`src/rtl/saa_pkg.sv`:
```
// ----------------------------------------------------------------------------
// saa_pkg
// shared types, codes and defaults of the skyline atlas allocator
// ----------------------------------------------------------------------------
package saa_pkg;

  parameter int DEF_ATLAS_WIDTH  = 256;
  parameter int DEF_ATLAS_HEIGHT = 256;
  parameter int DEF_MAX_PAGES    = 128;

  parameter int REQ_DIM_BITS = 9;
  parameter int POS_BITS     = 8;
  parameter int PAGE_BITS    = 7;
  parameter int STATUS_BITS  = 2;
  parameter int S_DATA_BITS  = 24;
  parameter int M_DATA_BITS  = 24;

  localparam logic FUNC_ALLOC   = 1'b0;
  localparam logic FUNC_RESTART = 1'b1;

  typedef enum logic [STATUS_BITS-1:0] {
    ST_PLACED    = 2'd0,
    ST_NEW_PAGE  = 2'd1,
    ST_TOO_LARGE = 2'd2,
    ST_EXHAUSTED = 2'd3
  } status_t;

  typedef enum logic [3:0] {
    S_IDLE,
    S_START,
    S_RD,
    S_CMP,
    S_BACK,
    S_WIN,
    S_FRONT,
    S_DECIDE,
    S_FILL,
    S_OUT
  } state_t;

  typedef struct packed {
    logic load_req;
    logic scan_init;
    logic pop_back;
    logic load_back;
    logic push;
    logic pop_front;
    logic load_front;
    logic eval;
    logic j_inc;
    logic res_restart;
    logic res_too_large;
    logic res_placed;
    logic res_newpage;
    logic res_exhausted;
    logic fill_wr;
    logic out_load;
  } cmd_t;

  typedef struct packed {
    logic is_restart;
    logic too_large;
    logic dq_nonempty;
    logic back_le;
    logic count_gt1;
    logic front_stale;
    logic at_window;
    logic last_col;
    logic fits;
    logic pages_full;
    logic fill_last;
    logic out_free;
  } sts_t;

endpackage

```
`src/rtl/saa_ctrl.sv`:
```
// ----------------------------------------------------------------------------
// saa_ctrl
// sequencer for request capture, skyline scan, fill and result handoff
// ----------------------------------------------------------------------------
module saa_ctrl
  import saa_pkg::*;
(
  input  logic clk,
  input  logic rst,
  input  logic in_fire,
  output logic in_ready,
  input  sts_t sts,
  output cmd_t cmd
);

  state_t state, state_next;

  always_ff @(posedge clk) begin
    if (rst) begin
      state <= S_IDLE;
    end else begin
      state <= state_next;
    end
  end

  always_comb begin
    state_next = state;
    cmd        = '0;
    in_ready   = 1'b0;
    unique case (state)
      S_IDLE: begin
        in_ready = 1'b1;
        if (in_fire) begin
          cmd.load_req = 1'b1;
          state_next   = S_START;
        end
      end
      S_START: begin
        priority if (sts.is_restart) begin
          cmd.res_restart = 1'b1;
          state_next      = S_OUT;
        end else if (sts.too_large) begin
          cmd.res_too_large = 1'b1;
          state_next        = S_OUT;
        end else begin
          cmd.scan_init = 1'b1;
          state_next    = S_RD;
        end
      end
      S_RD: begin
        state_next = S_CMP;
      end
      S_CMP: begin
        if (sts.dq_nonempty && sts.back_le) begin
          cmd.pop_back = 1'b1;
          state_next   = sts.count_gt1 ? S_BACK : S_CMP;
        end else begin
          cmd.push = 1'b1;
          if (sts.at_window) begin
            state_next = S_WIN;
          end else begin
            cmd.j_inc  = 1'b1;
            state_next = S_RD;
          end
        end
      end
      S_BACK: begin
        cmd.load_back = 1'b1;
        state_next    = S_CMP;
      end
      S_WIN: begin
        if (sts.front_stale) begin
          cmd.pop_front = 1'b1;
          state_next    = S_FRONT;
        end else begin
          cmd.eval = 1'b1;
          if (sts.last_col) begin
            state_next = S_DECIDE;
          end else begin
            cmd.j_inc  = 1'b1;
            state_next = S_RD;
          end
        end
      end
      S_FRONT: begin
        cmd.load_front = 1'b1;
        state_next     = S_WIN;
      end
      S_DECIDE: begin
        priority if (sts.fits) begin
          cmd.res_placed = 1'b1;
          state_next     = S_FILL;
        end else if (sts.pages_full) begin
          cmd.res_exhausted = 1'b1;
          state_next        = S_OUT;
        end else begin
          cmd.res_newpage = 1'b1;
          state_next      = S_FILL;
        end
      end
      S_FILL: begin
        cmd.fill_wr = 1'b1;
        if (sts.fill_last) begin
          state_next = S_OUT;
        end
      end
      S_OUT: begin
        if (sts.out_free) begin
          cmd.out_load = 1'b1;
          state_next   = S_IDLE;
        end
      end
      default: begin
        state_next = S_IDLE;
      end
    endcase
  end

endmodule

```
`config.mk`:
```
export PLATFORM = sky130hd
export DESIGN_NAME = saa_ctrl
export DESIGN_NICKNAME = d
export VERILOG_FILES = /design/src/rtl/saa_pkg.sv /design/src/rtl/saa_ctrl.sv
export SDC_FILE = /design/constraint.sdc
export NUM_CORES = 1
export LEC_CHECK = 0
export BUFFER_PORTS_ARGS = -buffer_cell sky130_fd_sc_hd__buf_2
export CAP_MARGIN = 10
export CORE_UTILIZATION = 40
export DETAILED_ROUTE_END_ITERATION = 10
export PLACE_DENSITY = 0.77
export SKIP_CTS_REPAIR_TIMING = 1
export SLEW_MARGIN = 5
export SYNTH_ARGS = -nofsm -noshare
export SYNTH_HDL_FRONTEND = slang
export SYNTH_SLANG_ARGS = --single-unit
```
`constraint.sdc`:
```
create_clock -name clk -period 1.4 [get_ports clk]
set_input_delay 0.14 -clock clk [delete_from_list [all_inputs] [get_ports clk]]
set_output_delay 0.14 -clock clk [all_outputs]
set_load 0.01 [all_outputs]
```
==> Yosys cells after proc, flatten, opt, wreduce, memory -nomap -nowiden <==
Cells that the tools add are included.
Widths: inputs -> output; s select.
{ "totals": {"wordCells": 62, "inputBits": 15, "out_inout_bits": 17, "regBits": 4} }
{ "op_classes": {"muxes": 45, "reduce_logical": 4, "n_eq_ne": 12} }
{ "op_table": {"columns": ["operator", "count"], "rows": [
  ["$pmux 4 s9", 1],
  ["$mux 4", 8],
  ["$mux 1", 28],
  ["$eq 4x3->1 const B", 4],
  ["$mux 3", 4],
  ["$eq 4x2->1 const B", 2],
  ["$eq 4x4->1 const B", 2],
  ["$mux 2", 3],
  ["$ne 2x2->1 const B", 3],
  ["$eq 4x1->1 const B", 1],
  ["$logic_not 4->1", 1],
  ["$reduce_and 3->1", 1],
  ["$pmux 1 s2", 1],
  ["$reduce_or 2->1", 1],
  ["$logic_and 1x1->1", 1]
]} }

==> Depth between registers and ports, before layout <==
Gate-level depths: netlist of run 1.
{ "depth": {"ltp_word": 3, "mapped_depth": 5} }

==> Worst setup path after synthesis of run 1 <==
OpenSTA, ideal clock, no wires.
{ "synth_timing": {"path_type": "reg-to-output", "from": "reg state[3]", "to": "out cmd[7] in the netlist's numbering", "arrival_time_ps": 1109, "required_time_ps": 1260, "stages_incl_launch_ff": 4, "slack_ps": 151, "n_path_buf": 0, "path_cell_list": "dfxtp_1 -> and2b_4 -> nand3b_1 -> o32ai_1"} }
{ "synth_lines": {"columns": ["element", "line_no", "rtl"], "rows": [
  ["start, declared", "saa_ctrl.sv:16", "state_t state, state_next;"],
  ["start signal, assigned", "saa_ctrl.sv:22", "state <= state_next;"],
  ["end, declared", "saa_ctrl.sv:13", "output cmd_t cmd"]
]} }

==> flow_summary.json, run 1 <==
{
  "outcome": "finished, violations left",
  "violations": "setup timing",
  "clk_pin_slew_ns": 0.04,
  "multiInputGateArea_um2": 425,
  "setup_slack_ns": -0.0994,
  "endpoint_kind": "output pin",
  "clk_latency_ns": 0.23,
  "tns_ns": -0.163,
  "tightest_slew_ns": 0.327,
  "setup_violations": 4,
  "cts_made_buffers": 3,
  "worstPathArrival_ns": 1.36,
  "grt_max_degree": 10,
  "cts.sinks": 4,
  "startpoint_type": "register",
  "ys_seq_area_share_pct": 15.0,
  "cp_top_family": "simple AND/OR/NAND/NOR gates",
  "clockBufferDepth": 2,
  "synth_top_area_share_pct": 15.0,
  "slowest_stage": "dfxtp_2",
  "wl_um": 1540,
  "grt_pass1_vias": 488,
  "fp.coreArea_mm2": 0.00117,
  "nets": 127,
  "n_antenna_cell": 0,
  "viasPerCell": 5.42,
  "gp_congestion": 0.839,
  "grt_util_all_layers_pct": 19.6,
  "top_regs": "state: 4 flops",
  "syn_avg_cell_area_um2": 7.97,
  "final_util_pct": 71.6,
  "dr_total_vias": 672,
  "drt_pre_antenna_iters": 4,
  "antenna_found_initial": 0,
  "fillers": 94,
  "p_per_area_mw_per_mm2": 722,
  "worstSetupPathType": "reg -> out",
  "io_pins": 32,
  "chipHeight_um": 38.5,
  "fp.dieArea_mm2": 0.00149,
  "regArea_um2": 90.1,
  "first_iter_violations": 10,
  "skew_ns": 0.000224,
  "hold_viol": 0,
  "syn_inst": 67,
  "vdd_ir_drop_max_uv": 398,
  "initial_utilization_pct": 45.6,
  "critPathRequiredTime_ns": 1.26,
  "worstHoldPathType": "in -> reg",
  "grt_first_pass_wirelength_um": 2010,
  "root_buffer": "clkbuf_4",
  "yosysWarningCount": 0,
  "worst-path-buf-inv": 1,
  "grt_setup_unrepaired": "yes",
  "port_buffers": 31,
  "pre_cts_slack_ns": 0.118,
  "htree_num_levels": 1,
  "period_share_pct": 107,
  "ant_nets": 0,
  "total_power_mw": 0.605,
  "slowest_delay_ns": 0.32,
  "dieWidth_um": 38.5,
  "yosysTopAreaCell": "dfxtp_1",
  "ys_seq_elements": 4,
  "power_leakage_nw": 0.460,
  "period_needed_ns": 1.50,
  "drcViolationCount": 0,
  "post_drt_wl_per_cell_um": 12.4,
  "hold_ws_ns": 0.133,
  "synthesis.area_um2": 534,
  "drv_cap": 0,
  "area_growth_pct": 56.9,
  "hpwl_um": 1160,
  "crit_chain": "and2b_4, nand3b_1, o32ai_1, buf_2",
  "slew-limit-headroom_pct": 78.0,
  "synth_area_leaders": "dfxtp_1 15%, buf_6 8.4%, nor2_1 6.3%",
  "grt-ovfl-total": 0,
  "slew_viol_final": 0,
  "max_freq_ghz": 0.667,
  "top_register": "state",
  "cts_tree": "yes",
  "synth_cell_types": 36,
  "cp_max_fo": 3,
  "std_cell_rows": 12,
  "drive_gt1_share_pct": 62.7,
  "syn_nets": 82,
  "largest_reg_flops": 4
}
[synthesized netlist by cell type]
master     instances
a21oi_1            4
nor2b_4            1
nor2b_1            1
nor3b_1            1
nor4_2             1
dfxtp_1            4
a2111oi_2          1
and3_4             1
nor4b_1            1
nor2_1             9
buf_6              4
nand2_1            8
nor3_1             3
o41ai_2            1
and2b_4            1
nand4b_4           1
o21ai_0            1
nand3_1            1
mux2i_1            1
and3_1             1
a31oi_1            1
a221oi_2           1
or2_1              1
nand2b_1           1
o32ai_1            1
nand3b_1           1
nand2_2            1
nor3b_2            1
a22o_1             1
inv_1              4
a2bb2oi_1          1
o21bai_1           2
nor2_4             1
and2_1             1
o31a_1             2
o21a_1             1
[placed cells by master (no fill, tap or decap), types with 2 or more instances in the layout]
| master | count |
|---|---|
| nor3_1 | 2 |
| clkbuf_4 | 3 |
| buf_6 | 2 |
| a21oi_1 | 4 |
| nand2_2 | 3 |
| nor2_1 | 7 |
| nor2_2 | 2 |
| o21bai_1 | 2 |
| dfxtp_2 | 2 |
| nor3b_2 | 2 |
| buf_2 | 31 |
| o31a_1 | 2 |
| inv_1 | 4 |
| nand2_1 | 6 |
| buf_4 | 10 |
| dfxtp_4 | 2 |
[routing by layer]
metal | up-vias | part of all wire [%] | track usage, % | wire [um]
li1 | 330 | - | - | -
met1 | 312 | 42 | 23.3 | 650
met2 | 30 | 53 | 34.6 | 809
met3 | 0 | 4.9 | 5.81 | 76
met4 | 0 | 0 | 3.45 | 0
met5 | - | 0 | 0 | 0
[power breakdown]
part           total [mW]  switching [mW]  internal (mW)
Clock               0.139          0.0434         0.0956
Sequential          0.141          0.0144          0.126
Combinational       0.326           0.164          0.161
[cells by family (layout without fill, tap and decap cells)]
kind of cell,after synthesis,count (layout),share of synthesized area [%]
AND/OR/NAND/NOR,37,37,45.0
multiplexers,1,1,1.87
buffers and inverters,8,51,11.2
AO/OA/AOI/OAI,17,17,26.9
flip-flops,4,4,15.0
[cell type report]
| type | instances | area share (%) |
|---|---|---|
| clock buffers | 3 | 2.69 |
| inverters | 4 | 1.79 |
| multi-input cells | 55 | 50.7 |
| flip-flops and latches | 4 | 10.7 |
| well taps | 14 | 2.09 |
| repair buffers | 44 | 31.9 |
[through the flow]
stage          instances  instance area (um2)
6_report             124                  838
5_1_grt              124                  838
4_1_cts              118                  737
3_5_place_dp         115                  714
3_3_place_gp         115                  714
2_1_floorplan         67                  534
[worst reg2reg max path: cells and delay by family (launching register included)]
family	cells	cell delay, ns
AOI/OAI and AO/OA	3	0.61
DFF	1	0.36
buffers and inverters	2	0.27
[final timing paths]
check / start / end / slack, ns / depth (start not counted)
hold / removal: rst / state[1] / 0.13 / 2
setup reg to reg: state[2] / state[0] / 0.05 / 5
hold reg to reg: state[1] / state[1] / 0.49 / 1
setup / recovery: state[3] / cmd[7] / -0.1 / 4
(Power assumes the default switching activity.)
==> run 2, diff against run 1 <==
--- a/config.mk
+++ b/config.mk
@@ -7,11 +7,12 @@
 export LEC_CHECK = 0
 export BUFFER_PORTS_ARGS = -buffer_cell sky130_fd_sc_hd__buf_2
 export CAP_MARGIN = 10
-export CORE_UTILIZATION = 40
+export CORE_UTILIZATION = 25
 export DETAILED_ROUTE_END_ITERATION = 10
-export PLACE_DENSITY = 0.77
+export PLACE_DENSITY = 0.53
 export SKIP_CTS_REPAIR_TIMING = 1
 export SLEW_MARGIN = 5
 export SYNTH_ARGS = -nofsm -noshare
 export SYNTH_HDL_FRONTEND = slang
 export SYNTH_SLANG_ARGS = --single-unit
+export TNS_END_PERCENT = 1
==> constraint.sdc (replaced) <==
create_clock -name clk -period 1.8 [get_ports clk]
set_input_delay 0.18 -clock clk [delete_from_list [all_inputs] [get_ports clk]]
set_output_delay 0.18 -clock clk [all_outputs]
set_load 0.01 [all_outputs]
==> flow_summary.json, run 2 (same netlist as run 1, synthesis figures left out) <==
{
  "outcome": "completed",
  "tns_ns": 0,
  "port_buffers": 31,
  "skew_ns": 0.00528,
  "wl_um": 1330,
  "endpoint_kind": "output pin",
  "drt_pre_antenna_iters": 2,
  "first_iter_violations": 2,
  "final_cell_mix": "31 x buf_2, 9 x nor2_1, 8 x nand2_1",
  "period_share_pct": 95.4,
  "hpwl_um": 1100,
  "clk_pin_slew_ns": 0.04,
  "post_drt_wl_per_cell_um": 10.5,
  "n_antenna_cell": 0,
  "drcViolationCount": 0,
  "hold_depth": 2,
  "fp.coreArea_mm2": 0.00198,
  "drv_cap": 0,
  "std_cell_rows": 16,
  "r2r_slack_ns": 0.41,
  "cp_max_fo": 12,
  "worstHoldPathType": "in -> reg",
  "r2r-end": "state[0]",
  "chipHeight_um": 48.2,
  "period_needed_ns": 1.72,
  "grt_setup_unrepaired": "no",
  "worstPathArrival_ns": 1.54,
  "final_util_pct": 36.5,
  "grt_pass1_vias": 510,
  "nets": 117,
  "root_buffer": "clkbuf_4",
  "vdd_ir_drop_max_uv": 400,
  "dieWidth_um": 48.2,
  "ant_nets": 0,
  "drive_gt1_share_pct": 48.0,
  "final_common_cell": "buf_2",
  "top_regs": "state: 4 flops",
  "fp.dieArea_mm2": 0.00233,
  "critPathRequiredTime_ns": 1.62,
  "slew-limit-headroom_pct": 64.7,
  "io_pins": 32,
  "htree_num_levels": 1,
  "dr_total_vias": 590,
  "worstSetupPathType": "reg -> out",
  "grt_max_degree": 13,
  "hold_path_end": "state[3]",
  "top_register": "state",
  "gp_congestion": 0.742,
  "hold_viol": 0,
  "grt_first_pass_wirelength_um": 2020,
  "hp-start": "rst",
  "setup_violations": 0,
  "initial_utilization_pct": 27.0,
  "grt_util_all_layers_pct": 12.6,
  "reg2regPathDepth": 5,
  "clockBufferDepth": 2,
  "cts_tree": "yes",
  "slew_viol_final": 0,
  "regToRegStartpoint": "state[3]",
  "p_per_area_mw_per_mm2": 577,
  "clk_latency_ns": 0.23,
  "power_leakage_nw": 0.396,
  "largest_reg_flops": 4,
  "viasPerCell": 4.65,
  "cts.sinks": 4,
  "area_growth_pct": 35.4,
  "cts_made_buffers": 3,
  "startpoint_type": "register",
  "fillers": 220,
  "antenna_found_initial": 0,
  "max_freq_ghz": 0.583,
  "tightest_slew_ns": 0.529,
  "grt-ovfl-total": 0
}
## run 2: cell types whose count changed in the layout (fill, tap and decap cells not counted), sizes merged
| cell | previous run | this run |
|---|---|---|
| buf | 44 | 34 |
## run 2: cell type report
type,count,area (um2),area share [%]
repair buffers,34,178,24.6
well taps,27,33.8,4.67
clock buffers,3,22.5,3.11
multi-input cells,55,394,54.5
flip-flops and latches,4,80.1,11.1
inverters,4,15.0,2.08
## run 2: critical path: stages (launching register included)
cell and delay [ns]:
dfxtp_1 0.64, nand3b_1 0.21, o32ai_1 0.27, buf_2 0.18
## run 2: routing by layer
metal | share of wire [%] | wire [um] | GRT usage, %
met5 | 0 | 0 | 0
met4 | 0 | 0 | 1.67
met3 | 5.2 | 69 | 5.56
met2 | 48 | 633 | 21.9
met1 | 47 | 629 | 14.6
## run 2: report_power, final
group          switching (mW)  internal (mW)  leakage (nW)
registers              0.0186         0.0982        0.0328
clock network          0.0351         0.0744        0.0138
logic                  0.0984         0.0928         0.350
## run 2: worst max-delay path by stage
stage / start / endpoint / slack [ns] / cells after the start
after floorplan: state[3] / cmd[7] / 0.51 / 3
after global placement: state[2] / cmd[7] / 0.37 / 3
after detailed placement: state[2] / cmd[7] / 0.34 / 3
after CTS: state[2] / cmd[7] / 0.07 / 3
after global routing: state[2] / cmd[7] / 0.002 / 3
final: state[2] / cmd[7] / 0.08 / 3
## run 2: metrics by stage
step | setup WS [ns] | area (um2) | hold slack [ns] | cells | total power, mW
after global placement | 0.366 | 701 | 0.416 | 124 | 0.310
after global routing | 0.00215 | 723 | 0.173 | 127 | 0.452
after detailed placement | 0.338 | 701 | 0.416 | 124 | 0.312
after floorplan | 0.511 | 534 | 0.249 | 67 | 0.258
after CTS | 0.0660 | 723 | 0.164 | 127 | 0.427
final | 0.0834 | 723 | 0.174 | 127 | 0.418
==> run 3, diff against run 2 <==
--- a/config.mk
+++ b/config.mk
@@ -7,8 +7,11 @@
 export LEC_CHECK = 0
 export BUFFER_PORTS_ARGS = -buffer_cell sky130_fd_sc_hd__buf_2
 export CAP_MARGIN = 10
+export CORE_MARGIN = 4
 export CORE_UTILIZATION = 25
 export DETAILED_ROUTE_END_ITERATION = 10
+export GPL_TIMING_DRIVEN = 0
+export MAX_ROUTING_LAYER = met4
 export PLACE_DENSITY = 0.53
 export SKIP_CTS_REPAIR_TIMING = 1
 export SLEW_MARGIN = 5
==> flow_summary.json, run 3 (same netlist as run 1, synthesis figures left out) <==
{
  "top_regs": "state: 4 flops",
  "regToRegStartpoint": "state[2]",
  "hold_viol": 0,
  "dpl.cell_count": 125,
  "period_needed_ns": 1.62,
  "initial_utilization_pct": 26.7,
  "r2r-end": "state[0]",
  "slew-limit-headroom_pct": 81.0,
  "startpoint_type": "register",
  "viasPerCell": 4.66,
  "antenna_found_initial": 0,
  "chipHeight_um": 54.2,
  "vdd_ir_drop_max_uv": 236,
  "cp_top_family": "simple AND/OR/NAND/NOR gates",
  "clk_pin_slew_ns": 0.04,
  "worstPathArrival_ns": 1.44,
  "skew_ns": 0.00139,
  "top_register": "state",
  "post_drt_wl_per_cell_um": 11.4,
  "port_buffers": 31,
  "final_cell_mix": "31 x buf_2, 9 x nor2_1, 8 x nand2_1",
  "grt_first_pass_wirelength_um": 2260,
  "worstHoldPathType": "in -> reg",
  "fin_cells": 128,
  "cts_made_buffers": 3,
  "critPathRequiredTime_ns": 1.62,
  "drt_pre_antenna_iters": 4,
  "r2r_slack_ns": 0.57,
  "ant_nets": 0,
  "reg2regPathDepth": 5,
  "multiInputGateArea_um2": 394,
  "hold_ws_ns": 0.169,
  "grt_util_all_layers_pct": 10.7,
  "grt_setup_unrepaired": "no",
  "drcViolationCount": 0,
  "max_freq_ghz": 0.618,
  "largest_reg_flops": 4,
  "outcome": "completed",
  "first_iter_violations": 10,
  "endpoint_kind": "output pin",
  "clockBufferDepth": 2,
  "slowest_stage": "dfxtp_1",
  "crit_chain": "and2b_4, nand3b_1, o32ai_1, buf_2",
  "setup_violations": 0,
  "gp_congestion": 0.748,
  "clk_latency_ns": 0.23,
  "n_antenna_cell": 0,
  "nets": 118,
  "root_buffer": "clkbuf_4",
  "wl_um": 1450,
  "final_common_cell": "buf_2",
  "grt_pass1_vias": 544,
  "htree_num_levels": 1,
  "worstSetupStartpoint": "state[3]",
  "hpwl_um": 1180,
  "worstSetupPathType": "reg -> out",
  "cp_max_fo": 7,
  "tightest_slew_ns": 0.282,
  "fp.dieArea_mm2": 0.00294,
  "cts.sinks": 4,
  "period_share_pct": 89.9,
  "cp-endpoint": "cmd[7]",
  "drv_cap": 0,
  "cts_tree": "yes",
  "area_growth_pct": 39.6,
  "dieWidth_um": 54.2,
  "cp.depth": 4,
  "grt_max_degree": 11,
  "grt-ovfl-total": 0,
  "slew_viol_final": 0,
  "p_per_area_mw_per_mm2": 573,
  "io_pins": 32,
  "worst-path-buf-inv": 1,
  "fillers": 222,
  "dr_total_vias": 596,
  "slowest_delay_ns": 0.36,
  "drive_gt1_share_pct": 48.5,
  "std_cell_rows": 16,
  "tns_ns": 0,
  "fp.coreArea_mm2": 0.00200,
  "power_leakage_nw": 0.405,
  "regArea_um2": 80.1
}
==> run 3: final cells by class <==
class / count / area share [%]
sequential: 4 / 10.7
clock buffer: 3 / 3.02
tap: 27 / 4.53
buffer: 4 / 6.04
inverter: 4 / 2.01
multi-input combinational: 55 / 52.9
timing repair buffer: 31 / 20.8
==> run 3: routing by layer <==
layer | global-route usage [%] | up-vias | share of wire [%]
met5 | - | - | 0
met4 | 2.49 | 0 | 0
met3 | 2.45 | 0 | 7.6
met2 | 15.7 | 26 | 43
met1 | 14.8 | 261 | 49
li1 | - | 309 | -
==> run 3: worst min-delay path by stage <==
stage,from,endpoint,cells past startpoint
floorplan,rst,state[1],1
global placement,rst,state[3],2
detailed placement,rst,state[1],2
CTS,rst,state[1],2
global route,rst,state[1],2
finish,rst,state[1],2
==> run 3: through the flow <==
step | cell area [um2] | worst slack (ns) | power [mW] | utilization (%)
after floorplan | 534 | 0.511 | 0.258 | -
after global placement | 723 | 0.435 | 0.319 | 36.1
after detailed placement | 723 | 0.434 | 0.321 | 36.1
after CTS | 746 | 0.167 | 0.436 | 37.3
after global routing | 746 | 0.0746 | 0.467 | 37.3
final | 746 | 0.181 | 0.427 | 37.3
==> run 3: where the power goes <==
part	internal (mW)	leakage (nW)	total [mW]	switching [mW]
clock network	0.0745	0.0138	0.110	0.0356
registers	0.0982	0.0328	0.108	0.0102
logic	0.0991	0.359	0.209	0.110
total	0.272	0.405	0.427	0.155
